`src/hw/rtl/cls_pkg.sv`:
```
// ---------------------------------------------------------------------------
// cls_pkg
// Shared types and codes for the compacting list store.
// ---------------------------------------------------------------------------
package cls_pkg;

    localparam int OP_W     = 3;
    localparam int INDEX_W  = 6;
    localparam int VALUE_W  = 32;
    localparam int STATUS_W = 2;
    localparam int POS_W    = 7;
    localparam int COUNT_W  = 7;

    localparam logic [POS_W-1:0] NO_POSITION = '1;

    typedef enum logic [OP_W-1:0] {
        OP_APPEND = 3'd0,
        OP_DELETE = 3'd1,
        OP_REMOVE = 3'd2,
        OP_FIND   = 3'd3,
        OP_GET    = 3'd4,
        OP_SET    = 3'd5,
        OP_CLEAR  = 3'd6
    } cls_op_t;

    typedef enum logic [STATUS_W-1:0] {
        STAT_OK        = 2'd0,
        STAT_FULL      = 2'd1,
        STAT_BAD_INDEX = 2'd2,
        STAT_NOT_FOUND = 2'd3
    } cls_status_t;

    typedef enum logic [1:0] {
        FSM_IDLE,
        FSM_MATCH,
        FSM_FINISH
    } cls_fsm_t;

    typedef struct packed {
        logic shift;
        logic load;
        logic sample;
        logic live;
    } cls_cell_ctl_t;

endpackage

```
`src/hw/rtl/cls_first_hit.sv`:
```
// ---------------------------------------------------------------------------
// cls_first_hit
// Lowest set bit of the cell match vector and its position.
// ---------------------------------------------------------------------------
module cls_first_hit #(
    parameter int N = 64
) (
    input  logic [N-1:0]         vec,
    output logic                 found,
    output logic [$clog2(N)-1:0] pos
);
    import cls_pkg::*;

    localparam int PW = $clog2(N);

    logic [N-1:0] lowest;

    assign lowest = vec & (~vec + N'(1));
    assign found  = |vec;

    always_comb
    begin
        pos = '0;
        for (int b = 0; b < PW; b++)
        begin
            for (int i = 0; i < N; i++)
            begin
                if (((i >> b) & 1) == 1)
                begin
                    pos[b] = pos[b] | lowest[i];
                end
            end
        end
    end

endmodule

```
`config.mk`:
```
export PLATFORM = sky130hd
export DESIGN_NAME = cls_first_hit
export DESIGN_NICKNAME = d
export VERILOG_FILES = /design/src/hw/rtl/cls_pkg.sv /design/src/hw/rtl/cls_first_hit.sv
export SDC_FILE = /design/constraint.sdc
export NUM_CORES = 1
export LEC_CHECK = 0
export ABC_AREA = 1
export BUFFER_PORTS_ARGS = -buffer_cell sky130_fd_sc_hd__buf_2
export CORE_ASPECT_RATIO = 1.2
export CORE_MARGIN = 2
export CORE_UTILIZATION = 40
export DETAILED_ROUTE_END_ITERATION = 8
export PLACE_DENSITY = 0.7
export SLEW_MARGIN = 30
export SYNTH_ARGS = -nofsm -noshare
export SYNTH_HDL_FRONTEND = slang
export SYNTH_SLANG_ARGS = --single-unit
```
`constraint.sdc`:
```
create_clock -name vclk -period 1.55
set_clock_uncertainty 0.1 [all_clocks]
set_input_delay 0.0775 -clock vclk [all_inputs]
set_output_delay 0.0775 -clock vclk [all_outputs]
set_load 0.01 [all_outputs]
```
==> results of run 1 <==
[worst min path at each step]
stage                     startpoint     to  slack (ns)  cells past startpoint
final                        vec[63]  found        0.45                      5
after global routing         vec[63]  found        0.49                      5
after CTS                    vec[63]  found        0.45                      5
after detailed placement     vec[63]  found        0.45                      5
after global placement       vec[63]  found        0.45                      5
after floorplan              vec[60]  found        0.26                      3
[cells in the final DEF (no fill, tap or decap), types with 3 or more instances in the layout]
master / count
inv_1: 61
nand3_2: 13
nand3b_1: 6
nand3_1: 55
buf_6: 15
nand2_4: 7
a21oi_1: 3
nand2_1: 134
nor2_1: 108
nor3_1: 5
nand4_1: 11
nand2_2: 21
o21ai_0: 3
buf_2: 63
and3_1: 3
nor2_2: 29
and2_1: 5
buf_4: 110
nor2_4: 32
[final cells by class]
type	instances	area, um^2
Fill cell	467	1260
Inverter	63	236
Multi-Input combinational cell	445	2400
Tap cell	62	77.6
Timing Repair Buffer	191	1360
[timing repair]
item | in CTS | in global routing
endpoints found under the setup margin | 7 | 7
setup buffers | 7 | 3
hold buffers | 0 | 0
pin swaps | 37 | 27
gates cloned | 0 | 0
resized for setup | 101 | 49
[metrics by stage]
| stage | TNS, ns | instance area [um^2] | util (%) | worst slack [ns] | instances |
|---|---|---|---|---|---|
| floorplan | 0 | 2220 | - | 0.139 | 508 |
| global placement | -1.61 | 3480 | 65.2 | -0.261 | 751 |
| detailed placement | -1.69 | 3480 | 65.2 | -0.280 | 751 |
| CTS | -0.912 | 3870 | 72.6 | -0.161 | 758 |
| global route | -2.12 | 4070 | 76.4 | -0.417 | 761 |
| finish | -1.54 | 4070 | 76.4 | -0.298 | 761 |
[Yosys cell counts]
| cell | n | share of area (%) |
|---|---|---|
| nand3_1 | 69 | 16 |
| nor2_2 | 4 | 1.1 |
| nor2_4 | 8 | 4.1 |
| o21ai_1 | 1 | 0.23 |
| nand3b_1 | 6 | 2.0 |
| nor3_1 | 6 | 1.4 |
| inv_1 | 63 | 11 |
| nand2_1 | 158 | 27 |
| nor2_1 | 157 | 27 |
| a21oi_1 | 3 | 0.68 |
| o21ai_0 | 3 | 0.68 |
| nor3b_1 | 1 | 0.34 |
| nand4_1 | 11 | 3.1 |
| or4_1 | 1 | 0.34 |
| nor2_8 | 2 | 1.8 |
| nor4_1 | 1 | 0.28 |
| nand2_4 | 2 | 1.0 |
| and2_1 | 7 | 2.0 |
| nand2_2 | 2 | 0.56 |
| and3_1 | 3 | 0.85 |
[cell families after synthesis]
logic type,after synthesis
simple gates,438
buf+inv,63
compound gates,7
[where the power goes]
group,leakage [nW],switching (mW),internal [mW]
Sequential,0,0,0
Combinational,2.28,0.311,0.279
Clock,0,0,0
[per-layer routing]
metal  vias to the layer above  routed length (um)
met5                         -                   0
met4                         0                1160
met3                        82                 619
met2                       234                5870
met1                      1778                4070
li1                       1974                   -
[worst max-delay path, stage by stage]
cell and delay (ns):
buf_8 0.10, buf_6 0.11, nor2_4 0.16, nand2_4 0.08
nor2_4 0.15, nand2_4 0.08, nor2_4 0.22, buf_6 0.14
nand3_2 0.06, nand2_1 0.07, nor2_1 0.04, nand2_1 0.09
nor2_1 0.05, nand2_1 0.10, buf_2 0.15
==> flow_metrics.py, run 1 <==
metrics = {
    "setup_path": {
        "cp-startpoint": "vec[7]",
        "endpoint": "pos[1]",
        "cp_data_required_time_ns": 1.37,
        "startpoint_type": "primary input",
        "criticalPathCategory": "in2out",
        "arrival_ns": 1.67,
        "cp_max_fo": 6,
        "setup.worst_path.end_class": "primary output",
    },
    "routing": {
        "drc": 0,
        "drt-wirelength-per-cell_um": 15.4,
        "first_pass_iters": 5,
        "route.vias.total": 4068,
        "antenna_left": 0,
        "drtIter0Drc": 258,
        "wirelength_um": 11700,
        "via_per_inst": 5.35,
    },
    "synthesis": {
        "synth_simple_gate_area_share_pct": 87.8,
        "synth_fa_ha_area_share_pct": 0,
        "syn_inst": 508,
        "ys_warn_count": 0,
        "avgSynthCellArea_um2": 4.36,
        "synth-compound-area-share_pct": 1.58,
        "synth_top_family_by_area": "simple AND/OR/NAND/NOR gates",
        "yosys.cell_types.count": 20,
        "synthMuxAreaShare_pct": 0,
        "syn_nets": 572,
        "syn_area_um2": 2220,
        "ys_seq_area_share_pct": 0,
        "synth_xor_area_share_pct": 0,
    },
    "global_routing": {
        "antenna_found_initial": 0,
        "grt_most_used_layer": "met2",
        "use_met3_pct": 2.23,
        "grt_overflow": 0,
        "met1_usage_pct": 35.1,
        "grt_pass1_wl_um": 17800,
        "use_met2_pct": 69.0,
        "grt_util_all_layers_pct": 36.6,
        "grt_pass1_vias": 4067,
        "grt_max_degree": 7,
    },
    "sta": {
        "final.min_clock_period_ns": 1.85,
        "fin_crit_sh_pct": 119,
        "timing.hold.ws_ns": 0.450,
        "drv_slew": 0,
        "max_freq_mhz": 541,
        "setup_slack_ns": -0.298,
        "setup_violations": 7,
        "slew_headroom_pct": 75.1,
        "rsz0062_at_grt": "yes",
        "worstMarginPinSlew_ns": 0.372,
        "finalHoldViolCount": 0,
    },
    "run_status": {
        "status": "finished with violations",
        "violations": "setup timing",
    },
    "floorplan": {
        "die_area_um2": 6160,
        "ios": 71,
        "initial_core_util_pct": 41.6,
        "die_height_um": 85.6,
        "num_rows": 29,
        "core_area_um2": 5330,
        "die_width_um": 72.0,
    },
    "power_and_ir_drop": {
        "p_leak_nw": 2.28,
        "peakVddDrop_uv": 92.1,
        "finalPower_uw": 590,
        "powerDensity_nw_per_um2": 145,
    },
    "place": {
        "gp_congestion": 1.07,
        "io_buffers": 71,
        "dp_hpwl_um": 9310,
    },
    "finish": {
        "area_delta_synth_final_pct": 83.7,
        "final-seq-area_um2": 0,
        "drive_gt1_share_pct": 43.2,
        "nClkBuffers": 0,
        "layout.nets": 765,
        "design.seq.count": 0,
        "antenna_cells": 0,
    },
    "hold_path": {
        "hold_path.class": "in2out",
    },
    "run": {
        "cap_violations": 0,
    },
}
(Power assumes the default switching activity.)
==> run 2: changes to the inputs <==
--- a/config.mk
+++ b/config.mk
@@ -11,7 +11,7 @@
 export CORE_MARGIN = 2
 export CORE_UTILIZATION = 40
 export DETAILED_ROUTE_END_ITERATION = 8
-export PLACE_DENSITY = 0.7
+export PLACE_DENSITY = 0.74
 export SLEW_MARGIN = 30
 export SYNTH_ARGS = -nofsm -noshare
 export SYNTH_HDL_FRONTEND = slang
==> run 2 against run 1 <==
Cell area grew 3.4%; routed wire length up 1.4%; cell count rose by 0.13%; non-clock buffer count is 1 higher; count of clock-buffer cells in the layout unchanged; the run still ends with setup timing left; setup slack better by 0.045 ns; critical path type unchanged; sequential share of layout area did not move; sequential cell count unchanged; core utilization rose by 2.6 points; combinational power up 3%.
==> flow_metrics.py, run 2 (synthesized netlist as in run 1, its figures left out) <==
metrics = {
    "finish": {
        "area_delta_synth_final_pct": 90.0,
        "antenna_cells": 0,
        "drive_gt1_share_pct": 47.9,
        "final_cells": 762,
        "layout.nets": 766,
        "final-seq-area_um2": 0,
        "nClkBuffers": 0,
        "final_cell_mix": "117 x buf_4, 114 x nand2_1, 99 x nor2_1, 62 x buf_2, 59 x inv_1",
        "design.seq.count": 0,
        "final_common_cell": "buf_4",
        "utilization_pct": 79.0,
    },
    "setup_path": {
        "cp_data_required_time_ns": 1.37,
        "arrival_ns": 1.63,
        "cp_max_fo": 6,
        "setup.worst_path.end_class": "primary output",
        "startpoint_type": "primary input",
        "criticalPathCategory": "in2out",
    },
    "power_and_ir_drop": {
        "p_comb_share_pct": 100.0,
        "peakVddDrop_uv": 103,
        "powerDensity_nw_per_um2": 144,
        "p_int_uw": 279,
        "power_switching_uw": 326,
        "p_leak_nw": 2.36,
        "p_sw_share_pct": 53.9,
        "finalPower_uw": 605,
        "seqPwrFrac_pct": 0,
        "p_clk_share_pct": 0,
    },
    "place": {
        "gp_congestion": 1.12,
        "dp_hpwl_um": 9130,
        "io_buffers": 71,
        "preCtsSetupSlack_ns": -0.287,
        "numPlacedInstances": 748,
    },
    "global_routing": {
        "grt_pass1_wl_um": 18200,
        "grt_most_used_layer": "met2",
        "antenna_found_initial": 0,
        "met1_usage_pct": 36.5,
        "grt_pass1_vias": 4173,
        "grt_max_degree": 8,
        "grt_overflow": 0,
        "use_met2_pct": 66.8,
        "grt_util_all_layers_pct": 36.9,
        "use_met3_pct": 3.53,
    },
    "sta": {
        "setup_violations": 7,
        "finalHoldViolCount": 0,
        "fin_crit_sh_pct": 116,
        "final.min_clock_period_ns": 1.80,
        "drv_slew": 0,
        "rsz0062_at_grt": "yes",
        "worstMarginPinSlew_ns": 0.532,
        "timing.hold.ws_ns": 0.466,
        "max_freq_mhz": 555,
        "setup_slack_ns": -0.253,
        "slew_headroom_pct": 64.2,
    },
    "floorplan": {
        "ios": 71,
        "die_width_um": 72.0,
        "die_area_um2": 6160,
        "die_height_um": 85.6,
        "num_rows": 29,
        "core_area_um2": 5330,
        "initial_core_util_pct": 41.6,
    },
    "routing": {
        "wirelength_um": 11900,
        "first_pass_iters": 5,
        "route.vias.total": 4172,
        "via_per_inst": 5.48,
        "drtIter0Drc": 356,
        "drt-wirelength-per-cell_um": 15.6,
        "antenna_left": 0,
        "drc": 0,
    },
    "run_status": {
        "violations": "setup timing",
        "status": "finished with violations",
    },
    "run": {
        "cap_violations": 0,
    },
    "hold_path": {
        "hold_path.class": "in2out",
    },
    "clocking": {
        "postCtsHoldBufs": 0,
    },
}
==> run 2: layer usage <==
layer  routed length [um]  vias to the layer above
li1                     -                     1989
met5                    0                        -
met4                 1170                        0
met3                  746                       93
met2                 5840                      239
met1                 4130                     1851
==> run 2: worst max-delay path, stage by stage <==
cell and delay, ns:
buf_6 0.10, buf_6 0.11, nor2_2 0.14, nand2_2 0.09, nor2_2 0.10, nand2_2 0.09
nor2_4 0.23, nand2_4 0.11, nand2_1 0.16, nor2_1 0.07, nand3_1 0.11, nor2_2 0.07
nand2_2 0.06, buf_6 0.09
==> run 2: layout make-up <==
cell class	count	area, um^2
multi-input cells	445	2560
well taps	62	77.6
inverters	63	236
repair buffers	192	1340
fillers	405	1120
==> run 2: stage by stage <==
step / TNS, ns / instance area [um^2]
2_1_floorplan: 0 / 2220
3_3_place_gp: -1.52 / 3450
3_5_place_dp: -1.72 / 3450
4_1_cts: -0.706 / 3890
5_1_grt: -1.85 / 4210
6_report: -1.17 / 4210
==> run 2: path summary, 6_finish.rpt <==
| check | start | end | slack (ns) | cells after the start |
|---|---|---|---|---|
| hold / removal | vec[63] | found | 0.47 | 5 |
| setup / recovery | vec[30] | pos[1] | -0.25 | 14 |
==> run 2: repair_timing <==
| action | CTS | global route |
|---|---|---|
| gates resized for setup | 118 | 73 |
| buffers inserted | 5 | 9 |
| pin swaps | 56 | 52 |
| endpoints found under the setup margin | 7 | 7 |
| cloned | 0 | 0 |
==> run 2: power by group through the flow <==
| stage | clock network, mW | logic (mW) | registers [mW] |
|---|---|---|---|
| global placement | 0 | 0.448 | 0 |
| floorplan | 0 | 0.145 | 0 |
| finish | 0 | 0.605 | 0 |
| detailed placement | 0 | 0.455 | 0 |
| global route | 0 | 0.646 | 0 |
| CTS | 0 | 0.530 | 0 |
