<file path="src/hw/rtl/cls_pkg.sv">
// ---------------------------------------------------------------------------
// cls_pkg
// Shared types and codes for the compacting list store.
// ---------------------------------------------------------------------------
package cls_pkg;

    localparam int OP_W     = 3;
    localparam int INDEX_W  = 6;
    localparam int VALUE_W  = 32;
    localparam int STATUS_W = 2;
    localparam int POS_W    = 7;
    localparam int COUNT_W  = 7;

    localparam logic [POS_W-1:0] NO_POSITION = '1;

    typedef enum logic [OP_W-1:0] {
        OP_APPEND = 3'd0,
        OP_DELETE = 3'd1,
        OP_REMOVE = 3'd2,
        OP_FIND   = 3'd3,
        OP_GET    = 3'd4,
        OP_SET    = 3'd5,
        OP_CLEAR  = 3'd6
    } cls_op_t;

    typedef enum logic [STATUS_W-1:0] {
        STAT_OK        = 2'd0,
        STAT_FULL      = 2'd1,
        STAT_BAD_INDEX = 2'd2,
        STAT_NOT_FOUND = 2'd3
    } cls_status_t;

    typedef enum logic [1:0] {
        FSM_IDLE,
        FSM_MATCH,
        FSM_FINISH
    } cls_fsm_t;

    typedef struct packed {
        logic shift;
        logic load;
        logic sample;
        logic live;
    } cls_cell_ctl_t;

endpackage

</file>
<file path="src/hw/rtl/cls_cell.sv">
// ---------------------------------------------------------------------------
// cls_cell
// One list slot: holds an entry, shifts from its upper neighbor or loads new data, compares.
// ---------------------------------------------------------------------------
module cls_cell #(
    parameter int ITEM_WIDTH = 32
) (
    input  logic                    clk,
    input  cls_pkg::cls_cell_ctl_t  ctl,
    input  logic [ITEM_WIDTH-1:0]   upper,
    input  logic [ITEM_WIDTH-1:0]   wdata,
    input  logic [ITEM_WIDTH-1:0]   cmp,
    output logic [ITEM_WIDTH-1:0]   entry,
    output logic                    match
);
    import cls_pkg::*;

    logic [ITEM_WIDTH-1:0] entry_reg;
    logic                  match_reg;

    always_ff @(posedge clk)
    begin
        if (ctl.shift)
        begin
            entry_reg <= upper;
        end
        else if (ctl.load)
        begin
            entry_reg <= wdata;
        end
        if (ctl.sample)
        begin
            match_reg <= ctl.live && (entry_reg == cmp);
        end
    end

    assign entry = entry_reg;
    assign match = match_reg;

endmodule

</file>
<file path="config.mk">
export PLATFORM = sky130hd
export DESIGN_NAME = cls_cell
export DESIGN_NICKNAME = d
export VERILOG_FILES = /design/src/hw/rtl/cls_pkg.sv /design/src/hw/rtl/cls_cell.sv
export SDC_FILE = /design/constraint.sdc
export NUM_CORES = 1
export LEC_CHECK = 0
export BUFFER_PORTS_ARGS = -buffer_cell sky130_fd_sc_hd__buf_2
export CAP_MARGIN = 20
export CORE_ASPECT_RATIO = 0.6
export CORE_MARGIN = 1.5
export CORE_UTILIZATION = 43
export DETAILED_ROUTE_END_ITERATION = 8
export PLACE_DENSITY = 0.85
export SLEW_MARGIN = 20
export SYNTH_ARGS = -nofsm -noshare
export SYNTH_HDL_FRONTEND = slang
export SYNTH_SLANG_ARGS = --single-unit
export TNS_END_PERCENT = 30
</file>
<file path="constraint.sdc">
create_clock -name clk -period 2 [get_ports clk]
set_input_delay 0.2 -clock clk [delete_from_list [all_inputs] [get_ports clk]]
set_output_delay 0.2 -clock clk [all_outputs]
set_load 0.01 [all_outputs]
</file>
==> results.md, run 1 <==
Run status:
- The flow ran to the end, but the final reports show violations.
- The checks that failed: DRC.

Detailed routing:
- After detailed routing, the number of remaining DRC violations is 9.
- Across all layers, the routed design uses 1434 vias.
- Dividing the detail-routed via count by the number of cells gives 4.78.
- The routed wire length per instance is 13.8 microns.
- The count of nets left with antenna violations once routing finished came out at 0.
- The number of detailed-route iterations in the first pass is 7.
- For this block, the routed nets add up to 4.13 mm of wire.
- The DRC violation total after the first TritonRoute iteration is 63.

Final layout:
- The register with the most flip-flops in the layout has 32 of them.
- The library cell used most frequently in the layout, excluding fill and tap cells, is sky130_fd_sc_hd__buf_2.
- Leaving out fill and tap cells, the most frequent cells in the layout are 133 x sky130_fd_sc_hd__buf_2, 33 x sky130_fd_sc_hd__edfxtp_1, 32 x sky130_fd_sc_hd__mux2_2.
- The number of antenna diodes in the final layout is 0.
- The final net count is 353.
- After filler insertion, the fill cell instance count of the layout stands at 302.
- In the final layout, the share of cells above drive strength 1 is 68.8%.
- From synthesis to final layout, the design area changed by 47.6%.
- The fraction of the core area covered by cells at the end of the flow is 67.9%.
- The finished layout holds 300 standard cells, fillers aside.
- Once layout is done, the placed cells without fillers occupy 0.00256 sq mm.

Timing:
- Setup violations remaining at the end of the flow were counted as 0.
- Headroom to the max-slew limit came out at 79.2%.
- The hold slack is 0.127 ns.
- The fmax is 671 MHz.
- The share of the cycle needed by the critical path after routing is 74.5%.
- The number of failing hold endpoints at the final stage is 0.
- The total negative slack is 0 ns.
- Across the routed clock network, the largest skew measured is 0.00138 ns.
- The final max-slew violation count was 0.
- For the pin with the worst max-slew slack, the measured transition is 0.312 ns.
- The minimum clock period after layout is 1.49 ns.
- Setup repair after global routing left no endpoint under its margin.
- The setup slack after layout is 0.511 ns.

Logic synthesis:
- The post-synth net total is 215.
- Summing the areas of all compound-gate instances in the mapped netlist gives 0% of the synthesized area.
- For this run, the number of Yosys warnings is 0.
- The synthesized netlist devotes 4.69% of its cell area to simple gates.
- The cell area after synthesis is 0.00173 sq mm.
- In this run, synthesis produced a sequential element count of 33.
- The adder-cell share of the synthesized area is 0%.
- The per-instance average area after synthesis is 15.2 sq um.
- By area, the combinational part of the netlist is dominated by multiplexers.
- Synthesis produced 114 cells.
- The share of the Yosys chip area taken by registers is 57.2%.
- Of the total synthesized cell area, the portion taken by XOR and XNOR cells is 16.2%.
- The share of synthesized area spent on multiplexers is 20.8%.
- The count of different cell masters after synthesis is 11.

Clock tree:
- The cell sitting at the root of the clock tree is a sky130_fd_sc_hd__clkbuf_8.
- The later pin in the worst-skew pair is clocked with a latency of 0.28 ns.
- The clock passes through at most 2 buffers.
- The CTS tree is yes.
- The H-tree generated during clock tree synthesis spans 2 levels.
- The tree built by TritonCTS fans out to 33 sinks.
- The post-CTS repair timing setup buffer count is 0.
- The number of gates resized after CTS is 0.
- The clock slew seen by the registers of the worst setup and hold paths is 0.06 ns.
- The number of hold buffers added after cts is 0.
- The total CTS buffers is 5.

Placed design:
- The congestion estimate from routability-driven global placement came to 0.718.
- Buffers placed on the I/O ports in this run total 133.
- At the placement stage, the worst setup path has a slack of 0.493 ns.
- After detailed placement, the total cell area comes to 0.00248 sq mm.
- The HPWL after detailed placement is 3.34 mm.
- Once placement completed, the tool counted placed cells totaling 292.

Power:
- The design draws 1.75 mW.
- The cell area power density is 686 mW/mm^2.
- The internal power of the cells is 1.31 mW.
- The share of total power dissipated in sequential elements is 51.2%.
- The switching share of power is 25.2%.
- The switching power is 0.443 mW.
- The worst IR drop on VDD is 0.470 mV.
- Summed over all cells, the static leakage comes to 1.19 nW.
- The share of total power dissipated in the clock network is 27.0%.
- The combinational cell fraction of total power is 21.8%.

GRT:
- The total track usage is 19.4%.
- The number of antenna violations at the first check in global routing was 0.
- Summed over all layers, the global routing overflow is 0.
- The via count of the first global-routing pass is 1402.
- The first global-routing pass estimated 6.30 mm of wire.
- The maximum number of pins on one net before global-route repair is 33.

Die:
- The total core area is 0.00376 sq mm.
- The I/O pin count is 134.
- The floorplan has 17 rows.
- The area enclosed by the die boundary is 0.00443 sq mm.
- The initial utilization of the core area, before any placement, comes to 46.0%.
- The die is 85.0 microns wide.
- The vertical die dimension is 52.2 microns.

Worst setup path:
- In this run the critical register-to-register path is launched from entry[26].
- The worst reg-to-reg setup slack is 0.51 ns.
- For the worst flop-to-flop path, the logic depth is 4.
- The critical path endpoint category is a flop.
- STA puts the critical path data arrival time at 1.61 ns.
- For the worst setup path, the data required time is 2.12 ns.
- The biggest fanout along the worst timing path is 2.
- STA classifies the critical path startpoint as a flop.
- The maximum single-stage delay on the critical path is 0.41 ns.
- The cell at the slowest stage of the critical path is sky130_fd_sc_hd__edfxtp_1.
- The endpoint identified for the worst register-to-register timing path is match.
- The signal on the critical path passes through xor2_1, nor4_1, nand4_1, nor3_2.
- The startpoint-to-endpoint class of the critical path is reg2reg.

Min path:
- The type of the most critical hold path is in2reg.
- The hold path endpoint is match.
- Counting instances, the worst hold path has a depth of 1.
- The launch point of the worst hold path is ctl[1].

Flow run:
- Across the run, the number of max-cap violations was 0.
==> routing by layer <==
layer / vias to the layer above / global-route usage, % / share of wire, %
met5: - / 0 / 0
met4: 0 / 8.20 / 1.2
met3: 6 / 6.30 / 10
met2: 82 / 34.3 / 50
met1: 646 / 22.2 / 38
li1: 700 / - / -
==> worst max-delay path by stage <==
stage                          from  endpoint  slack [ns]  depth (start not counted)
after global routing      entry[26]     match        0.39                          4
after CTS                 entry[26]     match        0.48                          4
after floorplan              ctl[3]  entry[0]        0.60                          3
after global placement    entry[26]     match        0.58                          4
final                     entry[26]     match        0.51                          4
after detailed placement  entry[26]     match        0.49                          4
==> cell type report <==
type	count	area, sq um	share of cell area, %
sequential	33	991	38.7
tap	47	58.8	2.30
clock buffer	8	80.1	3.13
multi-input combinational	77	722	28.2
timing repair buffer	135	706	27.6
==> synth_stat cells (all sizes together) <==
library cell  instances  share of area (%)
nand3                 2               0.58
buf                   4                1.2
nand4                 1               0.36
xnor2                 1               0.51
xor2                 31                 16
or2                   1               0.36
nor3                  2               0.87
edfxtp               33                 57
nor4                  7                2.5
mux2                 32                 21
==> critical path, delay by kind of cell (launching register included) <==
kind | cells | cell delay [ns]
simple gates | 3 | 0.77
flops | 1 | 0.41
xor+xnor | 1 | 0.16
==> power by group through the flow <==
stage	Combinational, mW	Clock (mW)	Sequential, mW
final	0.383	0.473	0.899
after detailed placement	0.386	0	0.915
after floorplan	0.143	0	0.949
after global placement	0.379	0	0.909
after CTS	0.389	0.491	0.900
after global routing	0.418	0.517	0.909
==> cells by family (layout without fill, tap and decap cells) <==
logic type / Yosys count / in the layout
xor gates and xnor gates: 32 / 32
buffers and inverters: 4 / 143
DFF: 33 / 33
muxes: 32 / 32
and+or+nand+nor: 13 / 13
No activity file was read; power rests on OpenSTA's default activity.
==> run 2: changes to the inputs <==
--- a/config.mk
+++ b/config.mk
@@ -9,9 +9,9 @@
 export CAP_MARGIN = 20
 export CORE_ASPECT_RATIO = 0.6
 export CORE_MARGIN = 1.5
-export CORE_UTILIZATION = 43
+export CORE_UTILIZATION = 40
 export DETAILED_ROUTE_END_ITERATION = 8
-export PLACE_DENSITY = 0.85
+export PLACE_DENSITY = 0.8
 export SLEW_MARGIN = 20
 export SYNTH_ARGS = -nofsm -noshare
 export SYNTH_HDL_FRONTEND = slang
==> constraint.sdc (replaced) <==
create_clock -name clk -period 1.5 [get_ports clk]
set_input_delay 0.15 -clock clk [delete_from_list [all_inputs] [get_ports clk]]
set_output_delay 0.15 -clock clk [all_outputs]
set_load 0.01 [all_outputs]
==> results.md, run 2 (synthesis results as in run 1) <==
Worst setup path:
- Traced cell by cell, the critical path runs through xor2_1, nor4_2, nand4_1, nor3_2.
- In this design, the stage delay of the slowest critical-path cell is 0.40 ns.
- The worst setup path is launched from a flop.
- The critical path data required time is 1.62 ns.
- The critical path endpoint category is a flop.
- The biggest fanout along the worst timing path is 2.
- The endpoint arrival time on the critical path is 1.52 ns.
- The cell at the slowest stage of the critical path is sky130_fd_sc_hd__edfxtp_1.
- The worst setup path is of the reg2reg kind.
- The worst reg-to-reg setup slack is 0.11 ns.

Clock tree:
- The clock slew seen by the registers of the worst setup and hold paths is 0.06 ns.
- The later-pin clock latency in the skew report is 0.28 ns.
- The largest buffer count on any clock path is 2.
- The clock drives 33 sinks.
- The CTS tree is yes.
- After clock tree synthesis, the flow added hold-fix buffers numbering 0.
- The H-tree was split into 2 levels.
- The total CTS buffers is 5.
- The root buffer cell is sky130_fd_sc_hd__clkbuf_8.

Die:
- The initial utilization of the core area, before any placement, comes to 42.0%.
- The initialized floorplan defines 18 standard-cell rows.
- The core region is 0.00412 sq mm.
- The floorplan step defined a die boundary enclosing 0.00475 sq mm.
- From bottom edge to top edge, the die measures 54.0 microns.
- The horizontal die dimension is 88.0 microns.
- In this run the count of I/O pins placed on the die edge is 134.

Timing:
- The number of failing hold endpoints at the final stage came to 0.
- Setup repair after global routing left no endpoint under its margin.
- The fmax is 717 MHz.
- The hold slack is 0.0835 ns.
- The final-report setup violation count is 0.
- The final max-slew violation count is 0.
- The clock arrives with 0.00339 ns of skew.
- At the pin with the least slew margin, the transition time is 0.262 ns.
- The share of the cycle needed by the critical path after routing is 93.0%.
- The worst slew slack as a fraction of its limit is 82.4%.
- Subtracting the final worst setup slack from the clock period gives 1.39 ns.

GRT:
- The global-route met2 utilization is 31.6%.
- After global routing, the most crowded layer is met2.
- The wire length of the first global-routing pass is 5.69 mm.
- After global routing the overflow that remains totals 0.
- For met3 alone, demand over resource in global routing was 6.44%.
- The via count of the first global-routing pass is 1334.
- The total track usage is 17.2%.
- The met1 usage is 18.1%.
- Entering global routing, the biggest net connects 27 pins.
- The number of antenna violations at the first check in global routing is 0.

Power:
- The static power due to leakage is 1.20 nW.
- IR analysis of the VDD net gives a maximum drop of 0.606 mV.
- The cell area power density is 902 mW/mm^2.
- Power comes to 2.34 mW.

Detailed routing:
- The final routed DRC violation total is 0.
- The sum of routed wire length over all layers is 4.23 mm.
- Once detail routing completed, the nets flagged for antenna violations numbered 0.
- The DRC violation total after the first TritonRoute iteration is 48.
- Dividing the detail-routed via count by the number of cells gives 4.58.
- The first detailed-routing pass took 4 iterations.
- After detailed routing, the average wire length per cell comes to 13.4 microns.
- Detailed routing inserted a total of 1444 vias.

Final layout:
- The register with the most flip-flops in the layout has 32 of them.
- The library cell used most frequently in the layout, excluding fill and tap cells, is sky130_fd_sc_hd__buf_2.
- In the layout the commonest cells are 133 x sky130_fd_sc_hd__buf_2, 33 x sky130_fd_sc_hd__edfxtp_1, 32 x sky130_fd_sc_hd__mux2_2.
- In the final design database the tool counted 356 nets.
- After filler insertion, the fill cell instance count of the layout stands at 342.
- Relative to the synthesized area, the layout overhead comes to 50.0%.
- Once layout is complete, the cells apart from fillers number 315.
- The proportion of layout cells with a drive suffix above 1 is 70.6%.
- The repair_antennas step left the layout with diodes totalling 0.

Placed design:
- In this run, placement finished with an instance count of 306.
- The count of buffers added on input and output ports is 133.
- The routability congestion estimate is 0.734.
- After legalization and detailed placement, the total HPWL measured 3.47 mm.

Min path:
- The type of the most critical hold path is in2reg.

Run status:
- The run finished with clean final reports.

Flow run:
- The tool flagged a number of max-cap violations equal to 0.
run 2: final cells by class:
class / instances / area, sq um / share of cell area, %
Multi-Input combinational cell: 77 / 741 / 28.5
Tap cell: 60 / 75.1 / 2.89
Sequential cell: 33 / 991 / 38.1
Clock inverter: 1 / 3.75 / 0.144
Clock buffer: 6 / 72.6 / 2.79
Timing Repair Buffer: 138 / 716 / 27.5
run 2: critical path, delay by kind of cell (launching register included):
| kind | cells | cell delay (ns) |
|---|---|---|
| XOR/XNOR | 1 | 0.17 |
| AND/OR/NAND/NOR | 3 | 0.66 |
| flip-flops | 1 | 0.40 |
run 2: per-stage QoR:
step / cell area [sq um] / TNS [ns] / worst slack (ns) / utilization (%)
2_1_floorplan: 1730 / 0 / 0.145 / -
3_3_place_gp: 2490 / 0 / 0.0580 / 60.4
3_5_place_dp: 2490 / -0.0176 / -0.0176 / 60.4
4_1_cts: 2570 / 0 / 0.000700 / 62.4
5_1_grt: 2600 / 0 / 0.0653 / 63.1
6_report: 2600 / 0 / 0.105 / 63.1
run 2: report_power, final:
part           internal [mW]  switching (mW)
registers               1.14          0.0652
logic                  0.293           0.237
clock network          0.313           0.302
total                   1.74           0.604
run 2: path summary, 6_finish.rpt:
path,start,to,depth (start not counted)
worst min-delay path,ctl[1],match,1
worst max-delay path,entry[12],match,4
worst max register to register,entry[12],match,4
worst min register to register,entry[11],match,3
run 2: repair_timing:
action                     in CTS  in global routing
pin swaps                       0                  3
gates resized for setup         1                  2
setup endpoints to repair       1                  1
setup buffers                   0                  2
run 2: metal layers:
| metal | vias to the layer above | routed length, microns |
|---|---|---|
| li1 | 706 | - |
| met1 | 651 | 1620 |
| met2 | 82 | 2120 |
| met3 | 5 | 448 |
| met4 | 0 | 38 |
| met5 | - | 0 |
